**src/rtl/fng_isqrt.sv**
```systemverilog
// iterative integer square root, one result bit per cycle
`default_nettype none
module fng_isqrt (
  input  logic        clk_i,
  input  logic        rst_ni,
  input  logic        start_i,
  input  logic [61:0] radicand_i,
  output logic        done_o,
  output logic [30:0] root_o
);

  logic        busy_q, busy_d;
  logic        done_q, done_d;
  logic [61:0] v_q, v_d;
  logic [61:0] res_q, res_d;
  logic [61:0] bit_q, bit_d;
  logic [61:0] trial;

  assign trial = res_q + bit_q;

  always_comb begin
    busy_d = busy_q;
    done_d = 1'b0;
    v_d    = v_q;
    res_d  = res_q;
    bit_d  = bit_q;
    if (start_i) begin
      busy_d = 1'b1;
      v_d    = radicand_i;
      res_d  = '0;
      bit_d  = 62'd1 << 60;
    end else if (busy_q) begin
      if (v_q >= trial) begin
        v_d   = v_q - trial;
        res_d = (res_q >> 1) + bit_q;
      end else begin
        res_d = res_q >> 1;
      end
      bit_d = bit_q >> 2;
      if (bit_q[0]) begin
        busy_d = 1'b0;
        done_d = 1'b1;
      end
    end
  end

  always_ff @(posedge clk_i or negedge rst_ni) begin
    if (!rst_ni) begin
      busy_q <= 1'b0;
      done_q <= 1'b0;
    end else begin
      busy_q <= busy_d;
      done_q <= done_d;
    end
  end

  always_ff @(posedge clk_i) begin
    v_q   <= v_d;
    res_q <= res_d;
    bit_q <= bit_d;
  end

  assign done_o = done_q;
  assign root_o = res_q[30:0];

endmodule
`default_nettype wire

```
**config.mk**
```make
export PLATFORM = sky130hd
export DESIGN_NAME = fng_isqrt
export DESIGN_NICKNAME = d
export VERILOG_FILES = /design/src/rtl/fng_isqrt.sv
export SDC_FILE = /design/constraint.sdc
export NUM_CORES = 1
export LEC_CHECK = 0
export ABC_AREA = 1
export BUFFER_PORTS_ARGS = -buffer_cell sky130_fd_sc_hd__clkbuf_2
export CAP_MARGIN = 20
export CORE_AREA = 4 4 258 260
export DETAILED_ROUTE_END_ITERATION = 6
export DIE_AREA = 0 0 262 264
export GPL_TIMING_DRIVEN = 0
export SYNTH_ARGS = -nofsm -noshare
export SYNTH_HDL_FRONTEND = slang
export SYNTH_SLANG_ARGS = --single-unit
```
**constraint.sdc**
```tcl
create_clock -name clk_i -period 10.8 [get_ports clk_i]
set_clock_uncertainty 0.2 [all_clocks]
set_input_delay 1.08 -clock clk_i [delete_from_list [all_inputs] [get_ports clk_i]]
set_output_delay 1.08 -clock clk_i [all_outputs]
set_load 0.005 [all_outputs]
```
==> impl_metrics.ini <==
[finish]
final_nets = 3694
antenna_cells = 0
regArea_mm2 = 0.00377
area_growth_pct = 11.4
stdcell_area_mm2 = 0.0213
final_cell_mix = nand2_1, inv_1, nor2_1
drive_gt1_frac = 0.0600
fillCellCount = 7313
multi_input_area_mm2 = 0.0129
layout_commonest_cell = nand2_1

[critical_path]
r2r_cells = 22
slowest_delay_ps = 830
cp-start-kind = register
critPathCaptureType = register
r2r_slack_ps = 4660
crit_arrival_ps = 6030
crit_top_cell = nand2_1
cp_max_fo = 62
crit-reg2reg-capture = v_q[9]
required_ps = 10690
slowest_stage = o21ai_0
path_cells = ha_1 -> nand2_1 -> o21ai_0 -> nand2_1 -> nand2_1 -> a21boi_0 -> o21ai_0 -> nand3_1 -> nand2_1 -> xnor2_1 -> ha_1 -> nand4_1 -> nor2_1 -> nand2_1 -> nor2_1 -> nand2_1 -> nand3_2 -> nor2_4 -> nand2_2 -> buf_6 -> nand2_2 -> nand2_4
crit_type = register to register
r2r_start = res_q[4]

[timing]
rsz0062_at_grt = false
period_share = 0.569
setup_viol_count_final = 0
slew-limit-headroom = 0.292
hold_viol_final = 0
hold_ws_ps = 219
max_slew.worst_pin.slew_ps = 1060
setup_ws_ps = 4660
fin_crit_ps = 6140
setup_tns_ps = 0
drv_slew = 0
fmax_mhz = 163

[grt]
gr-total-overflow = 0
grt_pass1_wl_mm = 117
grt_util_all_layers = 0.221
grt_start_max_net_pins = 63
antenna_found_initial = 4
grt_pass1_vias = 19600

[drt]
vias = 21900
wl_per_cell_um = 18.2
first_iter_violations = 2325
viasPerCell = 5.01
drc = 0
first_pass_iters = 7
routed_wl_mm = 79.5
detail-route-antenna-nets = 0

[die]
coreArea_mm2 = 0.0641
rows = 93
io_pins = 97
die_height_um = 264
die_x_um = 262
start_util = 0.298
dieArea_mm2 = 0.0692

[cts]
cts-htree-levels = 4
cts.sinks = 157
post-cts-setup-buffers = 0
cts-root-buf = clkbuf_16
cts_tree = built
ctsLongestPathBuffers = 2
postCtsHoldBufs = 0
cts_buffers = 17
path_clk_slew_ps = 70
clock_latency_ps = 470
ctsResizeCount = 0

[power_and_ir_drop]
swShare = 0.535
vdd_drop_max_uv = 132
p_clk_frac = 0.127
pwr-share-seq = 0.206
p_leak_nw = 9.69
p_int_mw = 2.34
power_frac_comb = 0.667
power_switching_mw = 2.70
power_mw = 5.04
cellPowerDensity_mw_per_mm2 = 237

[placed_design]
port_buffers = 95
place_area_mm2 = 0.0207
place.gp.congestion = 0.997
dpl.hpwl_mm = 67.5
place_ws_ps = 4840

[yosys]
synthesis.area_mm2 = 0.0191
synth_ff_type = dfxtp_1
ys_seq_area_frac = 0.198
synth-edff-count = 62
syn_inst = 3387
ys_async_sr_fraction = 0.0127
synth.avg_cell_area_um2 = 5.64
syn_nets = 3579
synth_cell_type_count = 46
yosys_register_bits = 157
ys_warn_count = 0

[hold_path]
hold_path.class = primary input to async pin

[job]
max-cap-violations = 0

[run_status]
status = complete, no violations
==> synthesized netlist by cell type, types with 2 or more instances <==
library cell | instances | area share
o2111ai_1 | 3 | 0.0014
inv_2 | 6 | 0.0012
o21a_1 | 3 | 0.0012
buf_1 | 7 | 0.0014
nand3b_1 | 35 | 0.014
nand2_1 | 1098 | 0.22
and3_1 | 2 | 0.00066
a21o_1 | 5 | 0.0020
xor2_1 | 38 | 0.017
o211ai_1 | 7 | 0.0028
nor2_4 | 2 | 0.0012
nor2_1 | 424 | 0.083
o21ai_1 | 4 | 0.0010
a21boi_0 | 8 | 0.0031
nor2_2 | 6 | 0.0020
inv_1 | 490 | 0.096
and2_1 | 6 | 0.0020
edfxtp_1 | 62 | 0.097
nor4_1 | 12 | 0.0039
o31ai_1 | 4 | 0.0016
or2_2 | 16 | 0.0052
xnor2_1 | 38 | 0.017
dfrtp_1 | 2 | 0.0026
nand3_1 | 282 | 0.074
clkbuf_1 | 58 | 0.011
buf_2 | 5 | 0.0013
buf_4 | 31 | 0.012
buf_6 | 9 | 0.0053
a21oi_1 | 229 | 0.060
ha_1 | 126 | 0.083
nand2_2 | 5 | 0.0016
a31oi_1 | 6 | 0.0020
nand4_1 | 30 | 0.0098
o21ai_0 | 169 | 0.044
o21bai_1 | 28 | 0.011
nor3_1 | 28 | 0.0073
a211oi_1 | 2 | 0.00079
dfxtp_1 | 93 | 0.097
==> stage by stage <==
step,utilization,instances
floorplan,-,3387
CTS,0.332,4369
detailed placement,0.323,4338
global route,0.332,4369
finish,0.332,4369
global placement,0.322,4337
==> layer usage <==
layer  vias up  track usage  part of all wire
li1      11000            -                 -
met2       829        0.353              0.44
met3       125       0.0423             0.081
met5         -            0           0.00044
met4         8       0.0610             0.028
met1      9905        0.303              0.45
==> worst max path at each step <==
| stage | to | cells after the start | slack (ps) | startpoint |
|---|---|---|---|---|
| detailed placement | v_q[7] | 23 | 4840 | res_q[4] |
| global route | v_q[39] | 22 | 4350 | res_q[4] |
| global placement | v_q[9] | 23 | 3290 | res_q[4] |
| finish | v_q[9] | 22 | 4660 | res_q[4] |
| CTS | v_q[9] | 23 | 4800 | res_q[4] |
| floorplan | v_q[0] | 27 | 5510 | res_q[4] |
==> cells by family after synthesis <==
logic type,count (synthesis),synth area share
XOR/XNOR,76,0.0349
AO/OA/AOI/OAI,471,0.132
flip-flops,157,0.198
AND/OR/NAND/NOR,1950,0.423
adder cells (fa/ha/maj),127,0.0836
buffers and inverters,606,0.129
==> power by group through the flow <==
stage | combinational [mW] | sequential (mW) | clock (mW)
finish | 3.36 | 1.04 | 0.643
floorplan | 2.35 | 0.961 | 0
CTS | 3.30 | 1.04 | 0.647
detailed placement | 3.28 | 1.05 | 0
global placement | 3.26 | 1.06 | 0
global route | 3.72 | 1.05 | 0.674
==> area by class of cell <==
class                      count  share of cell area
buffer                       110              0.0284
clock buffer                  20              0.0215
clock inverter                11             0.00618
inverter                     496              0.0875
multi-input combinational   2624               0.605
sequential                   157               0.177
tap                          855              0.0503
timing repair buffer          96              0.0237
==> flip-flops by register name (all words and copies together) (netlist names) <==
| name | flops |
|---|---|
| bit_q | 31 |
| res_q | 62 |
| v_q | 62 |
| busy_q | 1 |
| done_o | 1 |
==> critical path: cells and delay by family, from the launching register on <==
| kind | cells | cell delay (ps) |
|---|---|---|
| compound gates | 3 | 1270 |
| flops | 1 | 410 |
| simple gates | 15 | 2750 |
| xor+xnor | 1 | 80 |
| buf+inv | 1 | 170 |
| fa+ha+maj | 2 | 790 |
(Power assumes the default switching activity.)
